**src/rtl/triangle_unit_normal_core_defines.svh**
```systemverilog
// Assertion macros used by the triangle unit normal top level.
`ifndef TRIANGLE_UNIT_NORMAL_CORE_DEFINES_SVH
`define TRIANGLE_UNIT_NORMAL_CORE_DEFINES_SVH
`ifndef SYNTHESIS
`define TUN_ASSERT(lbl, prop) \
	lbl: assert property (@(posedge clk) disable iff (!arst_n) prop) \
	else $error("%m: assertion failed");
`define TUN_ASSERT_IMPL(lbl, ante, cons) \
	`TUN_ASSERT(lbl, (ante) |-> (cons))
`else
`define TUN_ASSERT(lbl, prop)
`define TUN_ASSERT_IMPL(lbl, ante, cons)
`endif
`endif

```
**src/rtl/tun_pkg.sv**
```systemverilog
// Shared types and default widths for the triangle unit normal pipeline.
`default_nettype none
package tun_pkg;
	localparam int DEF_COORD_WIDTH      = 16;
	localparam int DEF_NORMAL_FRAC_BITS = 14;

	typedef struct packed {
		logic vld;
		logic neg;
		logic degen;
	} tag_t;
endpackage
`default_nettype wire

```
**src/rtl/tun_isqrt.sv**
```systemverilog
// Integer floor square root, one root bit per stage.
`default_nettype none
module tun_isqrt #(
	parameter int IN_W  = 31,
	parameter int ROOT_W = 16
) (
	input  logic                clk,
	input  logic                arst_n,
	input  logic                en,
	input  logic [IN_W-1:0]     rad,
	input  tun_pkg::tag_t       tag_in,
	output logic [ROOT_W-1:0]   root,
	output tun_pkg::tag_t       tag_out
);
	import tun_pkg::*;

	localparam int DW = 2 * ROOT_W + 1;

	logic [DW-1:0]     rem_s  [ROOT_W];
	logic [ROOT_W-1:0] root_s [ROOT_W];
	tag_t              tag_s  [ROOT_W];

	for (genvar g = 0; g < ROOT_W; g++) begin : g_stage
		localparam int B = ROOT_W - 1 - g;
		logic [DW-1:0]     rprev;
		logic [ROOT_W-1:0] sprev;
		tag_t              tprev;
		logic [DW-1:0]     trial;
		logic              ge;

		if (g == 0) begin : g_first
			assign rprev = DW'(rad);
			assign sprev = '0;
			assign tprev = tag_in;
		end else begin : g_next
			assign rprev = rem_s[g-1];
			assign sprev = root_s[g-1];
			assign tprev = tag_s[g-1];
		end
		// (r + 2^B)^2 - r^2
		assign trial = (DW'(sprev) << (B + 1)) + (DW'(1) << (2 * B));
		assign ge    = rprev >= trial;

		always_ff @(posedge clk or negedge arst_n) begin
			if (!arst_n) begin
				tag_s[g] <= '0;
			end else if (en) begin
				tag_s[g] <= tprev;
			end
		end

		always_ff @(posedge clk) begin
			if (en) begin
				rem_s[g]  <= ge ? rprev - trial : rprev;
				root_s[g] <= ge ? (sprev | (ROOT_W'(1) << B)) : sprev;
			end
		end
	end

	assign root    = root_s[ROOT_W-1];
	assign tag_out = tag_s[ROOT_W-1];
endmodule
`default_nettype wire

```
**config.mk**
```make
export PLATFORM = sky130hd
export DESIGN_NAME = tun_isqrt
export DESIGN_NICKNAME = d
export VERILOG_FILES = /design/src/rtl/triangle_unit_normal_core_defines.svh /design/src/rtl/tun_pkg.sv /design/src/rtl/tun_isqrt.sv
export SDC_FILE = /design/constraint.sdc
export NUM_CORES = 1
export LEC_CHECK = 0
export BUFFER_PORTS_ARGS = -buffer_cell sky130_fd_sc_hd__buf_2
export CAP_MARGIN = 20
export CORE_MARGIN = 2
export CORE_UTILIZATION = 63
export CTS_CLUSTER_DIAMETER = 120
export DETAILED_ROUTE_END_ITERATION = 10
export PLACE_DENSITY = 0.84
export SYNTH_ARGS = -nofsm -noshare
export SYNTH_HDL_FRONTEND = slang
export SYNTH_SLANG_ARGS = --single-unit
```
**constraint.sdc**
```tcl
create_clock -name clk -period 3.2 [get_ports clk]
set_input_delay 0.96 -clock clk [delete_from_list [all_inputs] [get_ports clk]]
set_output_delay 0.96 -clock clk [all_outputs]
set_load 0.005 [all_outputs]
```
# ---- Word level (Yosys, flattened, before mapping)
# Memories as Yosys holds them, arrays and structs flattened.
# Cells that the tools add are included.
dict set report word_totals {
  rom_bits 0
  ram_bits 784
  mem_count 2
  out_inout_bits 19
  ff_bits 48
  latchBits 0
}
dict set report op_classes {
  eq_ne 0
  add_sub_neg 31
  n_mux 34
  bitwise 0
  n_lt_le_gt_ge 16
  div 0
  multipliers 0
  n_reduce_logical 0
  shifts 0
}
# name words width read_ports rd_ports_with_merged_regs wr line
set mem_list {}
lappend mem_list {rem_s 16 33 15 0 16 tun_isqrt.sv:19} ;# logic [DW-1:0] rem_s [ROOT_W];
lappend mem_list {root_s 16 16 16 0 16 tun_isqrt.sv:20} ;# logic [ROOT_W-1:0] root_s [ROOT_W];
# op n
set ops {}
lappend ops {{$mux W33} 16}
lappend ops {{$ge A33 B18 Y1} 1}
lappend ops {{$ge A33 B19 Y1} 1}
lappend ops {{$ge A33 B20 Y1} 1}
lappend ops {{$ge A33 B21 Y1} 1}
lappend ops {{$ge A33 B22 Y1} 1}
lappend ops {{$ge A33 B23 Y1} 1}
lappend ops {{$ge A33 B24 Y1} 1}
lappend ops {{$ge A33 B25 Y1} 1}
lappend ops {{$ge A33 B26 Y1} 1}
lappend ops {{$ge A33 B27 Y1} 1}
lappend ops {{$ge A33 B28 Y1} 1}
lappend ops {{$ge A33 B29 Y1} 1}
lappend ops {{$ge A33 B30 Y1} 1}
lappend ops {{$ge A33 B31 Y1} 1}
lappend ops {{$ge A33 B32 Y1} 1}
lappend ops {{$sub A33 B18 Y33} 1}
lappend ops {{$sub A33 B19 Y33} 1}
lappend ops {{$sub A33 B20 Y33} 1}
lappend ops {{$sub A33 B21 Y33} 1}
lappend ops {{$sub A33 B22 Y33} 1}
lappend ops {{$sub A33 B23 Y33} 1}
lappend ops {{$sub A33 B24 Y33} 1}
lappend ops {{$sub A33 B25 Y33} 1}
lappend ops {{other kinds (40)} 42}

# ---- Longest topological paths before layout
# Gate-level depths: netlist (run 1).
# An unclocked memory read counts as a cell.
dict set report depth {
  ltp_word 4
  mapped_depth 12
  ltp_nobuf 11
}

# ---- Worst setup path before layout (run 1)
# OpenSTA, ideal clock, no wires.
dict set report synth_path {
  path_kind {register to register}
  start {mem rem_s[11][25] in the netlist's numbering}
  end {mem rem_s[12][20] in the netlist's numbering (data pin)}
  n_path_buf 1
  synth_period_minus_slack_ns 2.929
  path_slack_ns 0.271
  stages_incl_launch_ff 10
  arrival_time_ns 2.664
  t_required_ns 2.934
  path_cell_list {edfxtp_1 > or4_1 > or3_4 > nor3_2 > nand3b_1 > or3_4 > a311oi_4 > buf_6 > nor3_1 > xor2_1}
}
# item line
set synth_rtl {}
lappend synth_rtl {{start, declared} tun_isqrt.sv:19}

==> results of run 1 <==
-- state kept, by name, summed over array words and instances (netlist names) --
signal,flops
rem_s,494
root_s,136
tag_out,3
g_stage.tprev,45
-- layout make-up --
cell class | count | area share (%)
Sequential cell | 678 | 56.79
Timing Repair Buffer | 129 | 2.868
Multi-Input combinational cell | 1473 | 29.60
Tap cell | 664 | 2.345
Inverter | 192 | 2.041
Clock buffer | 84 | 5.089
Clock inverter | 39 | 1.268
-- Yosys cell counts, types with 3 or more instances --
| master | number |
|---|---|
| edfxtp_1 | 630 |
| inv_1 | 191 |
| nand2_1 | 155 |
| ha_1 | 148 |
| nor2_1 | 125 |
| o21ai_0 | 111 |
| xor2_1 | 104 |
| a21oi_1 | 99 |
| xnor2_1 | 96 |
| nor3_1 | 76 |
| nor4_1 | 76 |
| mux2_2 | 68 |
| dfrtp_1 | 48 |
| o21a_1 | 42 |
| nand2b_1 | 32 |
| or3_1 | 31 |
| nand4_1 | 30 |
| nand3_1 | 29 |
| a21o_1 | 27 |
| clkbuf_1 | 27 |
| or4_1 | 22 |
| o31ai_1 | 21 |
| nor2b_1 | 20 |
| a211oi_1 | 16 |
| nor4b_1 | 14 |
| a31oi_1 | 13 |
| o21bai_1 | 9 |
| a21boi_0 | 8 |
| mux2i_1 | 8 |
| o211ai_1 | 8 |
| or2_2 | 7 |
| and2_1 | 6 |
| nand4b_1 | 6 |
| nor3b_1 | 5 |
| o2111ai_1 | 5 |
| a211o_1 | 4 |
| and3_1 | 4 |
| a41o_1 | 3 |
| nand3b_1 | 3 |
| or4b_2 | 3 |
-- worst min-delay path by stage --
stage	start	endpoint	cells past startpoint
6_report	arst_n	g_stage[14].tprev[0]$_DFFE_PN0P_	1
5_1_grt	arst_n	g_stage[15].tprev[2]$_DFFE_PN0P_	1
4_1_cts	root_s[0][122]$_DFFE_PP_	root_s[1][10]$_DFFE_PP_	0
3_5_place_dp	rem_s[12][1]$_DFFE_PP_	rem_s[13][1]$_DFFE_PP_	0
3_3_place_gp	rem_s[8][0]$_DFFE_PP_	rem_s[9][0]$_DFFE_PP_	0
2_1_floorplan	rem_s[11][0]$_DFFE_PP_	rem_s[12][0]$_DFFE_PP_	0
-- layout by cell type (no fill, tap or decap), drive strengths merged, types with 13 or more instances in the layout --
master and count:
xor2 104, nand2b 32, nor4b 14, nor3 77
a31oi 13, or4 22, clkinv 24, mux2 68
o31ai 21, xnor2 96, o21ai 111, nor2b 20
buf 129, o21a 42, clkbuf 84, nor4 76
a21oi 99, a21o 27, a211oi 16, nand2 155
ha 148, dfrtp 48, nor2 125, nand3 29
or3 33, inv 197, nand4 30, edfxtp 630
-- stage by stage --
stage / util [%] / total power [mW] / hold WS [ns] / worst slack, ns
after detailed placement: 67.25 / 15.43 / 0.4334 / -0.1623
after CTS: 71.88 / 23.43 / 0.4398 / 0.001784
after floorplan: - / 14.23 / 0.4166 / 0.2707
final: 72.23 / 23.40 / 0.2798 / 0.1073
after global routing: 72.23 / 24.34 / 0.2933 / -0.004905
after global placement: 67.25 / 15.19 / 0.4215 / 0.002399
-- power by group through the flow --
stage | clock network, mW | registers, mW | logic (mW)
3_3_place_gp | 0 | 11.9 | 3.26
2_1_floorplan | 0 | 11.7 | 2.51
6_report | 8.01 | 11.9 | 3.53
5_1_grt | 8.45 | 12.0 | 3.92
4_1_cts | 8.11 | 11.8 | 3.48
3_5_place_dp | 0 | 12.0 | 3.42
-- kinds of logic after synthesis --
family / Yosys count / synth area share, %
DFF: 678 / 64.25
and+or+nand+nor: 653 / 10.81
buffers and inverters: 224 / 2.733
xor gates and xnor gates: 200 / 5.594
adders and majority gates: 148 / 5.914
AOI/OAI and AO/OA: 394 / 7.987
other: 1 / 0.01198
muxes: 76 / 2.701
-- layer usage --
metal  track usage [%]  up-vias  part of all wire [%]
li1                  -     9211                     -
met1             23.95     9421                    35
met2             48.30      607                    56
met3             3.265      191                   4.1
met4             12.52        0                   4.7
met5                 0        -                     0
-- what timing repair did --
item,CTS,global route
buffers inserted,0,4
pin swaps,0,5
cloned,0,0
gates resized for setup,4,22
setup endpoints to repair,15,64
==> flow_summary_export.csv, run 1 <==
group,metric,value,unit
worst_setup_path,crit_chain,"ha_1 > buf_4 > nand4b_1 > nor4_1 > buf_4 > nand4_1 > nand2b_1 > a31oi_4 > buf_4 > a21oi_1 > nand4_1 > xnor2_1",
worst_setup_path,cp-startpoint,"rem_s[10][10]$_DFFE_PP_",
final_layout,seqCellArea,0.02012,mm2
logic_synthesis,synthDistinctLibCells,73,
worst_setup_path,crit_path_end_kind,"flop",
global_routing,grt_pass1_vias,19910,
route,postRouteAntennaNets,0,
worst_setup_path,r2r_cells,12,
placement,hpwl,43450,um
clocking,clock-sinks,678,
final_layout,layout.cells.non_filler,3259,
floorplan,die_h,226.9,um
logic_synthesis,synth-seq-cells,678,
power_and_ir_drop,power_density,660.6,mW/mm2
route,wl_per_cell,18.80,um
global_routing,grt_pass1_wl,97400,um
route,drtPass1Iterations,5,
logic_synthesis,netlist_area,0.03131,mm2
worst_setup_path,crit_path_max_incr_delay,0.49,ns
clocking,tritoncts,"done",
final_layout,fin_area,0.03543,mm2
timing,finalCriticalPeriod,3.093,ns
worst_setup_path,r2r_end,"rem_s[11][28]$_DFFE_PP_",
final_layout,nets,2728,
global_routing,globalRouteOverflowTotal,0,
power_and_ir_drop,swShare,25.68,%
clocking,cts_hold_buf,0,
timing,hold_viol,0,
placement,numPortBuffers,55,
clocking,clockBufferDepth,3,
global_routing,antenna_found_initial,1,
worst_setup_path,critical_path.top_delay_family,"simple AND/OR/NAND/NOR gates",
logic_synthesis,ys_top_cells_by_area,"edfxtp_1 (60%), ha_1 (5.9%), dfrtp_1 (3.8%)",
timing,setup_viol,0,
route,drt-initial-drc-count,1296,
worst_setup_path,r2r_setup_slack,0.11,ns
clocking,path_clk_slew,0.06,ns
power_and_ir_drop,clkPwrFrac,34.2,%
worst_setup_path,path_max_fanout,9,
worst_setup_path,rr_startpoint,"rem_s[10][10]$_DFFE_PP_",
route,vias_per_cell,5.962,
placement,gp_congestion,0.9745,
clocking,h-tree-depth,3,
final_layout,diodes,0,
timing,fin_crit_sh,96.65,%
timing,slew-limit-headroom,46.85,%
outcome,status,"finished clean",
timing,tightest_slew,0.7899,ns
worst_setup_path,cp_common_cell,"buf_4",
route,drcViolationCount,0,
power_and_ir_drop,switchingPower,6.010,mW
final_layout,fillers,3028,
route,routed_wl,61260,um
power_and_ir_drop,comb_power_share,15.1,%
power_and_ir_drop,p_int,17.39,mW
route,vias,19430,
worst_setup_path,cp.required,3.53,ns
logic_synthesis,synthCells,2374,
power_and_ir_drop,p_leak,13.59,nW
clocking,clkLatencyLatePin,0.61,ns
final_layout,multi_input_area,0.01049,mm2
logic_synthesis,async_reset_ff_share,7.080,%
timing,setup_tns,0,ns
final_layout,area_growth,13.14,%
logic_synthesis,yosys_warnings,0,
logic_synthesis,synth_edf_count,630,
worst_setup_path,cp.arrival,3.42,ns
floorplan,initial_core_util,63.84,%
logic_synthesis,netlist.area_leader.share,60.41,%
logic_synthesis,synthFlopType,"edfxtp_1",
placement,dp.cells,3131,
worst_hold_path,hold_class,"in2async",
global_routing,grt.total_usage,24.15,%
worst_setup_path,critPathBufInv,3,
clocking,root_buffer,"clkbuf_16",
worst_setup_path,slowest_stage,"a21oi_1",
power_and_ir_drop,max-vdd-ir-drop,573.9,uV
worst_setup_path,cp.depth,12,
global_routing,grt_max_degree,90,
worst_setup_path,crit_type,"reg2reg",
logic_synthesis,synth.avg_cell_area,13.19,um2
power_and_ir_drop,seqPwrFrac,50.7,%
final_layout,drive_gt1_share,12.91,%
floorplan,fp.dieW,226.9,um
clocking,cts_buffers,69,
placement,dpl_cell_area,0.03299,mm2
worst_setup_path,critPathLaunchType,"flop",
logic_synthesis,synth_top_area_cell,"edfxtp_1",
floorplan,io_pins,56,
floorplan,die-area,0.05150,mm2
timing,final_max_slew_viol_count,0,
timing,fmax,0.3233,GHz
flow_run,maxCapViolCount,0,
worst_setup_path,worstSetupEndpoint,"rem_s[11][28]$_DFFE_PP_",
logic_synthesis,synth_seq_area_share,64.25,%
floorplan,rows,81,
floorplan,core,0.04905,mm2
timing,finClkSkew,0.03340,ns
No activity file was read; power rests on OpenSTA's default activity.
==> run 2, diff against run 1 <==
- RECOVER_POWER: unset -> 50
==> run 2 against run 1 <==
  * The run now ends with capacitance limit, slew limit left
  * Clock power about the same
  * Global-route usage unchanged
  * Power shrank 0.12%
  * Via count fell by 0.13%
  * Routed wire length is essentially flat
  * Worst setup slack better by 0.0030 ns
  * Non-clock buffer count is the same
  * Critical path type unchanged
  * Largest power group unchanged
==> flow_summary_export.csv, run 2 (synthesis gave the netlist of run 1 again) <==
group,metric,value,unit
clocking,root_buffer,"clkbuf_16",
clocking,clkLatencyLatePin,0.61,ns
floorplan,fp.dieW,226.9,um
final_layout,final_common_cell,"edfxtp_1",
global_routing,grt_pass1_wl,97400,um
route,drtPass1Iterations,6,
clocking,clockBufferDepth,3,
floorplan,core,0.04905,mm2
final_layout,largest_reg_flops,494,
power_and_ir_drop,power_density,662.5,mW/mm2
timing,holdWs,0.4437,ns
floorplan,die-area,0.05150,mm2
placement,hpwl,43450,um
power_and_ir_drop,total_power,23.38,mW
route,wl_per_cell,18.79,um
floorplan,initial_core_util,63.84,%
outcome,status,"finished with violations",
floorplan,io_pins,56,
floorplan,rows,81,
timing,fmax,0.3237,GHz
final_layout,area_growth,12.69,%
placement,numPortBuffers,55,
timing,hold_viol,0,
power_and_ir_drop,max-vdd-ir-drop,572.9,uV
final_layout,diodes,0,
timing,fin_crit_sh,96.55,%
clocking,clock-sinks,678,
worst_setup_path,path_max_fanout,8,
timing,finalCriticalPeriod,3.090,ns
final_layout,drive_gt1_share,12.52,%
power_and_ir_drop,clkPwrFrac,34.2,%
global_routing,globalRouteOverflowTotal,0,
route,drt-initial-drc-count,1320,
clocking,cts_buffers,69,
clocking,tritoncts,"done",
power_and_ir_drop,comb_power_share,15.0,%
timing,setup_viol,0,
worst_hold_path,hold_class,"reg2reg",
global_routing,antenna_found_initial,1,
outcome,violations,"capacitance limit, slew limit",
timing,slew-limit-headroom,-9.121,%
route,vias,19405,
timing,finClkSkew,0.03633,ns
worst_setup_path,cp.arrival,3.41,ns
power_and_ir_drop,p_int,17.38,mW
flow_run,maxCapViolCount,1,
timing,final_max_slew_viol_count,33,
worst_setup_path,crit_type,"reg2reg",
global_routing,grt.total_usage,24.15,%
power_and_ir_drop,swShare,25.67,%
worst_setup_path,crit_path_end_kind,"flop",
final_layout,nets,2728,
clocking,cts_hold_buf,0,
clocking,h-tree-depth,3,
final_layout,layout_common_cells,"edfxtp_1 (630), inv_1 (191), nand2_1 (155), ha_1 (147), nor2_1 (124)",
route,routed_wl,61250,um
final_layout,top_register,"rem_s",
power_and_ir_drop,p_leak,13.52,nW
clocking,path_clk_slew,0.06,ns
worst_setup_path,cp.required,3.52,ns
placement,gp_congestion,0.9745,
route,vias_per_cell,5.954,
global_routing,grt_pass1_vias,19910,
power_and_ir_drop,switchingPower,6.000,mW
power_and_ir_drop,seqPwrFrac,50.8,%
route,postRouteAntennaNets,0,
route,drcViolationCount,0,
floorplan,die_h,226.9,um
global_routing,grt_max_degree,90,
worst_setup_path,critPathLaunchType,"flop",
timing,tightest_slew,1.637,ns
## run 2: cell count changes in the layout (fill, tap and decap cells not counted), sizes merged
cell	previous run	this run
clkbuf	84	100
buf	129	113
## run 2: worst paths after layout
check	startpoint	end	cells past startpoint	slack (ns)
setup / recovery	rem_s[11][26]$_DFFE_PP_	rem_s[12][28]$_DFFE_PP_	9	0.11
setup reg to reg	rem_s[11][26]$_DFFE_PP_	rem_s[12][28]$_DFFE_PP_	9	0.11
hold / removal	root_s[0][122]$_DFFE_PP_	root_s[1][10]$_DFFE_PP_	0	0.44
max in group asynchronous	arst_n	g_stage[8].tprev[2]$_DFFE_PN0P_	2	0.75
hold reg to reg	root_s[0][122]$_DFFE_PP_	root_s[1][10]$_DFFE_PP_	0	0.44
min in group asynchronous	arst_n	g_stage[15].tprev[2]$_DFFE_PN0P_	1	0.45
## run 2: power by group through the flow
stage	clock, mW	combinational, mW	sequential [mW]
2_1_floorplan	0	2.51	11.7
4_1_cts	8.11	3.48	11.8
5_1_grt	8.45	3.89	12.0
3_3_place_gp	0	3.26	11.9
6_report	8.00	3.51	11.9
3_5_place_dp	0	3.42	12.0
## run 2: cell type report
| class | count | area, um2 |
|---|---|---|
| well taps | 664 | 830.8 |
| clock buffers | 84 | 1803 |
| clock inverters | 39 | 449.2 |
| multi-input cells | 1473 | 10490 |
| repair buffers | 129 | 874.6 |
| fillers | 3055 | 13760 |
| flip-flops and latches | 678 | 20120 |
| inverters | 192 | 723.2 |
## run 2: stage by stage
step,instance area [um2],setup slack [ns],std cells,util [%],setup TNS [ns]
floorplan,31320,0.2707,2375,-,0
global placement,32990,0.002399,3131,67.25,0
detailed placement,32990,-0.1623,3131,67.25,-1.083
CTS,35260,0.001784,3254,71.88,0
global route,35290,-0.004905,3259,71.94,-0.004905
finish,35290,0.1103,3259,71.94,0
## run 2: critical path, stage by stage (launching register included)
cell      delay (ns)
edfxtp_1        0.41
or4_4           0.57
or3_4           0.37
nor3_4          0.13
nand3b_1        0.12
or3_4           0.37
a311oi_4        0.46
buf_4           0.21
nor3_1          0.05
xor2_1          0.14
## run 2: timing repair
action,in CTS,in global routing
hold endpoints to repair,0,0
pin swaps,0,5
cloned,0,0
setup buffers,0,4
setup endpoints to repair,15,64
resized for setup,4,22
## run 2: metal layers
layer / routed length [um] / track usage (%) / vias to the layer above
met4: 2926 / 12.52 / 0
met1: 21220 / 23.95 / 9427
met5: 0 / 0 / -
li1: - / - / 9207
met3: 2555 / 3.265 / 192
met2: 34550 / 48.30 / 579
